[config.mk]
export PLATFORM = sky130hd
export DESIGN_NAME = ldr_proj
export DESIGN_NICKNAME = d
export VERILOG_FILES = /design/src/rtl/core/lens_distortion_remap_assert.svh /design/src/rtl/core/ldr_pkg.sv /design/src/rtl/core/ldr_proj.sv
export SDC_FILE = /design/constraint.sdc
export NUM_CORES = 2
export LEC_CHECK = 0
export BUFFER_PORTS_ARGS = -buffer_cell sky130_fd_sc_hd__buf_2
export CORE_ASPECT_RATIO = 0.75
export CORE_MARGIN = 5
export CORE_UTILIZATION = 45
export DETAILED_ROUTE_END_ITERATION = 16
export PLACE_DENSITY = 0.7
export SLEW_MARGIN = 20
export SYNTH_ARGS = -nofsm -noshare
export SYNTH_HDL_FRONTEND = slang
export SYNTH_SLANG_ARGS = --single-unit
[constraint.sdc]
create_clock -name clk_i -period 3.84 [get_ports clk_i]
set_input_delay 0.576 -clock clk_i [delete_from_list [all_inputs] [get_ports clk_i]]
set_output_delay 0.576 -clock clk_i [all_outputs]
set_load 0.02 [all_outputs]
[src/rtl/core/lens_distortion_remap_assert.svh]
// ----------------------------------------------------------------------------
// Lens distortion remap assertion macros
// Clocked on clk_i, disabled while rst_ni is low.
// ----------------------------------------------------------------------------
`ifndef LENS_DISTORTION_REMAP_ASSERT_SVH
`define LENS_DISTORTION_REMAP_ASSERT_SVH

// same-cycle implication
`define LDR_ASSERT_IMP(label, ante, cons, msg) \
  label: assert property (@(posedge clk_i) disable iff (!rst_ni) (ante) |-> (cons)) \
    else $error(msg);

// next-cycle implication
`define LDR_ASSERT_NXT(label, ante, cons, msg) \
  label: assert property (@(posedge clk_i) disable iff (!rst_ni) (ante) |=> (cons)) \
    else $error(msg);

`endif

[src/rtl/core/ldr_pkg.sv]
// ----------------------------------------------------------------------------
// Lens distortion remap package
// Field widths, register codes, beat and configuration types, saturation.
// ----------------------------------------------------------------------------
package ldr_pkg;

  localparam int COORD_BITS = 12;
  localparam int SIZE_W     = 13;
  localparam int COEF_W     = 32;
  localparam int PIX_W      = 8;
  localparam int CFG_IDX_W  = 3;

  localparam logic [SIZE_W-1:0]        WIDTH_RST  = 13'd640;
  localparam logic [SIZE_W-1:0]        HEIGHT_RST = 13'd480;
  localparam logic signed [COEF_W-1:0] K3_RST     = -32'sd31052447;
  localparam logic signed [COEF_W-1:0] Q_MAX      = 32'sh7FFF_FFFF;
  localparam logic signed [COEF_W-1:0] Q_MIN      = 32'sh8000_0000;

  typedef enum logic [CFG_IDX_W-1:0] {
    REG_WIDTH  = 3'd0,
    REG_HEIGHT = 3'd1,
    REG_K1     = 3'd2,
    REG_K2     = 3'd3,
    REG_K3     = 3'd4,
    REG_P1     = 3'd5,
    REG_P2     = 3'd6
  } ldr_reg_e;

  typedef struct packed {
    logic [COORD_BITS-1:0] src_col;
    logic [COORD_BITS-1:0] src_row;
    logic [PIX_W-1:0]      pixel_value;
  } ldr_in_t;

  typedef struct packed {
    logic [COORD_BITS-1:0] dst_col;
    logic [COORD_BITS-1:0] dst_row;
    logic [PIX_W-1:0]      pixel_out;
    logic                  inside_res;
  } ldr_out_t;

  typedef struct packed {
    logic [SIZE_W-1:0]        image_width;
    logic [SIZE_W-1:0]        image_height;
    logic signed [COEF_W-1:0] radial_k1;
    logic signed [COEF_W-1:0] radial_k2;
    logic signed [COEF_W-1:0] radial_k3;
    logic signed [COEF_W-1:0] tangential_p1;
    logic signed [COEF_W-1:0] tangential_p2;
  } ldr_cfg_t;

  function automatic logic signed [COEF_W-1:0] sat32(input logic signed [63:0] v);
    logic signed [COEF_W-1:0] r;
    if (v > 64'(Q_MAX)) begin
      r = Q_MAX;
    end else if (v < 64'(Q_MIN)) begin
      r = Q_MIN;
    end else begin
      r = v[COEF_W-1:0];
    end
    return r;
  endfunction

endpackage

[src/rtl/core/ldr_proj.sv]
// ----------------------------------------------------------------------------
// Lens distortion remap projection
// Back to pixel space, bounds check and output register.
// ----------------------------------------------------------------------------
module ldr_proj
  import ldr_pkg::*;
(
  input  logic               clk_i,
  input  logic               rst_ni,
  input  logic               en_i,
  input  logic               valid_i,
  input  logic [PIX_W-1:0]   pix_i,
  input  logic signed [35:0] xb_i,
  input  logic signed [35:0] yb_i,
  input  ldr_cfg_t           cfg_i,
  output logic               valid_o,
  output ldr_out_t           data_o
);

  logic                 va_q, vb_q;
  logic [PIX_W-1:0]     pixa_q;
  logic signed [51:0]   xa_q, ya_q;
  logic                 in_img;
  ldr_out_t             out_d, out_q;

  always_comb begin
    in_img = !xa_q[51] && !ya_q[51]
             && (xa_q[51:28] < 24'(cfg_i.image_width))
             && (ya_q[51:28] < 24'(cfg_i.image_height))
             && (cfg_i.image_width != '0) && (cfg_i.image_height != '0);
    out_d.pixel_out  = pixa_q;
    out_d.inside_res = in_img;
    out_d.dst_col    = in_img ? xa_q[28+COORD_BITS-1:28] : '0;
    out_d.dst_row    = in_img ? ya_q[28+COORD_BITS-1:28] : '0;
  end

  always_ff @(posedge clk_i or negedge rst_ni) begin
    if (!rst_ni) begin
      va_q <= 1'b0;
      vb_q <= 1'b0;
    end else if (en_i) begin
      va_q <= valid_i;
      vb_q <= va_q;
    end
  end

  always_ff @(posedge clk_i) begin
    if (en_i) begin
      pixa_q <= pix_i;
      xa_q   <= 52'(xb_i) * 52'($signed({1'b0, cfg_i.image_width}))
                + $signed({12'd0, cfg_i.image_width[SIZE_W-1:1], 28'd0});
      ya_q   <= 52'(yb_i) * 52'($signed({1'b0, cfg_i.image_height}))
                + $signed({12'd0, cfg_i.image_height[SIZE_W-1:1], 28'd0});
      out_q  <= out_d;
    end
  end

  assign valid_o = vb_q;
  assign data_o  = out_q;

endmodule
==> results.sh <==
export IMPL_critPathSlowestCell="fa_1"
export IMPL_synth_edff_count=87
export IMPL_yosys_warnings=0
export IMPL_fmax_mhz=157
export IMPL_portBuffers=143
export IMPL_drive_gt1_frac=0.231
export IMPL_slew_headroom=0.505
export IMPL_cpPeakStageDelay_ps=530
export IMPL_drc=0
export IMPL_timing_hold_violations_final=0
export IMPL_vias=27689
export IMPL_num_rows=90
export IMPL_syn_area_um2=36200
export IMPL_violations="setup timing"
export IMPL_crit_top_cell="fa_1"
export IMPL_finClkSkew_ps=7.31
export IMPL_grt_pass1_vias=29950
export IMPL_yosysUniqueCellTypes=60
export IMPL_overflow=0
export IMPL_syn_inst=3857
export IMPL_fin_ws_ps=-2510
export IMPL_worstPathCellList="buf_12, buf_12, and2_4, fa_1, inv_1, fa_1, inv_1, fa_1, fa_1, fa_1, inv_2, fa_1, inv_2, ha_4, a21oi_4, o211ai_1, a221oi_4, buf_4, o211ai_1, a21bo_2, a21oi_4, nor4b_2, or3_1, xor2_1"
export IMPL_synth_area_leaders="fa_1, ha_1, inv_1"
export IMPL_area_growth_pct=23.8
export IMPL_antenna_found_initial=3
export IMPL_die_w_um=337
export IMPL_ys_seq_area_frac=0.0736
export IMPL_drtIter0Drc=1954
export IMPL_gp_congestion=0.912
export IMPL_cts_root_buf="clkbuf_16"
export IMPL_wirelength_mm=99.0
export IMPL_grt_pass1_wl_mm=161
export IMPL_clock_latency_ps=370
export IMPL_syn_avg_cell_area_um2=9.38
export IMPL_hp_class="in -> reg"
export IMPL_synth_largest_area_cell="fa_1"
export IMPL_ioPinCount=304
export IMPL_rsz0062_at_grt="yes"
export IMPL_numCtsBuffers=9
export IMPL_hpwl_mm=79.1
export IMPL_regToRegSetupSlack_ps=720
export IMPL_ys_ff_latch=89
export IMPL_syn_num_nets=5301
export IMPL_yosys_area_top_type_share=0.483
export IMPL_cp_max_fo=5
export IMPL_synth_ff_type="edfxtp_1"
export IMPL_die_h_um=256
export IMPL_final_period_utilization=1.65
export IMPL_clk_pin_slew_ps=70
export IMPL_ant_nets=0
export IMPL_layout_min_cycle_time_ps=6350
export IMPL_final_common_cell="inv_1"
export IMPL_wl_per_cell_um=18.2
export IMPL_htree_levels=3
export IMPL_drv_slew=0
export IMPL_crit_type="in -> reg"
export IMPL_final_core_util=0.559
export IMPL_ctsLongestPathBuffers=2
export IMPL_initial_core_util=0.452
export IMPL_final_cell_mix="inv_1, fa_1, and2_1"
export IMPL_synthArstFlopShare=0.0225
export IMPL_worst_slew_pin_slew_ps=733
export IMPL_grt_max_degree=51
export IMPL_fp_dieArea_um2=86300
export IMPL_outcome="finished, violations left"
export IMPL_setup_worst_path_end_class="flip-flop"
export IMPL_dr_pass1_iters=7
export IMPL_crit_required_ps=3970
export IMPL_arrival_ps=6480
export IMPL_gr_usage_all_layers=0.233
export IMPL_nets=5815
export IMPL_via_per_inst=5.09
export IMPL_cap_viol_max_count=0
export IMPL_finalSetupViolCount=46
export IMPL_coreArea_um2=80100
export IMPL_cts_sinks=89
export IMPL_cts_tree="built"
export IMPL_cp_start_kind="input pin"
-- cells in the mapped netlist, drive strengths merged, types with 8 or more instances --
cell / number
xor2: 15
and2: 525
a21oi: 74
xnor2: 39
fa: 874
nand3: 23
a21o: 39
a211oi: 8
nor3: 16
nor2: 34
nand2: 477
o21bai: 11
inv: 981
o21ai: 33
o211ai: 11
ha: 300
nand4: 26
clkbuf: 178
nor2b: 8
nor4: 11
edfxtp: 87
-- sequential cells by signal (all words and copies together) (netlist names) --
register  flops
ya_q         23
xa_q         23
pixa_q        8
valid_o       1
va_q          1
data_o       33
-- final cells by class --
| type | instances | area [um2] |
|---|---|---|
| Tap cell | 1058 | 1320 |
| Sequential cell | 89 | 2660 |
| Clock inverter | 5 | 55.1 |
| Inverter | 981 | 3680 |
| Clock buffer | 11 | 233 |
| Multi-Input combinational cell | 2603 | 30800 |
| Timing Repair Buffer | 687 | 6070 |
| Antenna cell | 1 | 2.50 |
| Fill cell | 6724 | 35300 |
-- worst paths after layout --
kind / endpoint / cells after the start / from
max in group asynchronous: valid_o / 2 / rst_ni
min reg2reg: data_o[3] / 0 / pixa_q[2]
max: xa_q[39] / 24 / cfg_i[175]
min: pixa_q[7] / 1 / pix_i[7]
min in group asynchronous: va_q / 2 / rst_ni
max reg2reg: data_o[29] / 11 / xa_q[29]
-- cells by family after synthesis --
group | count (synthesis) | share of synthesized area
adder cells (fa/ha/maj) | 1174 | 0.587
buffers and inverters | 1165 | 0.121
XOR/XNOR | 54 | 0.0131
AND/OR/NAND/NOR | 1140 | 0.161
flip-flops | 89 | 0.0736
multiplexers | 5 | 0.00152
AO/OA/AOI/OAI | 230 | 0.0427
-- routing by layer --
layer / GRT usage / share of wire
met2: 0.351 / 0.44
met3: 0.0468 / 0.092
met1: 0.355 / 0.45
met5: 0 / 0
met4: 0.0436 / 0.019
-- critical path, delay by kind of cell --
kind / cells / cell delay [ps]
AND/OR/NAND/NOR: 3 / 620
adder cells (fa/ha/maj): 7 / 3160
buffers and inverters: 7 / 640
AO/OA/AOI/OAI: 6 / 1310
XOR/XNOR: 1 / 150
-- per-stage QoR --
stage | hold WS [ps] | setup TNS, ps | std cells | instance area (um2) | setup slack (ps)
after CTS | 356 | -93550 | 5416 | 44200 | -2450
after global routing | 365 | -104960 | 5434 | 44800 | -2640
after detailed placement | 365 | -125930 | 5350 | 41800 | -3190
final | 373 | -97920 | 5435 | 44800 | -2510
after floorplan | 280 | -92890 | 3857 | 36900 | -2470
after global placement | 361 | -121960 | 5350 | 41800 | -3040
-- what timing repair did --
action                     4_1_cts  5_1_grt
hold endpoints to repair         2        0
setup endpoints to repair       46       46
pin swaps                      181       89
gates resized for setup        344      126
hold buffers                     1        0
cloned                          16        0
setup buffers                   37       22
Power is not shown: default switching activity piles up to over one toggle a cycle in this logic, so the estimate is an artifact.
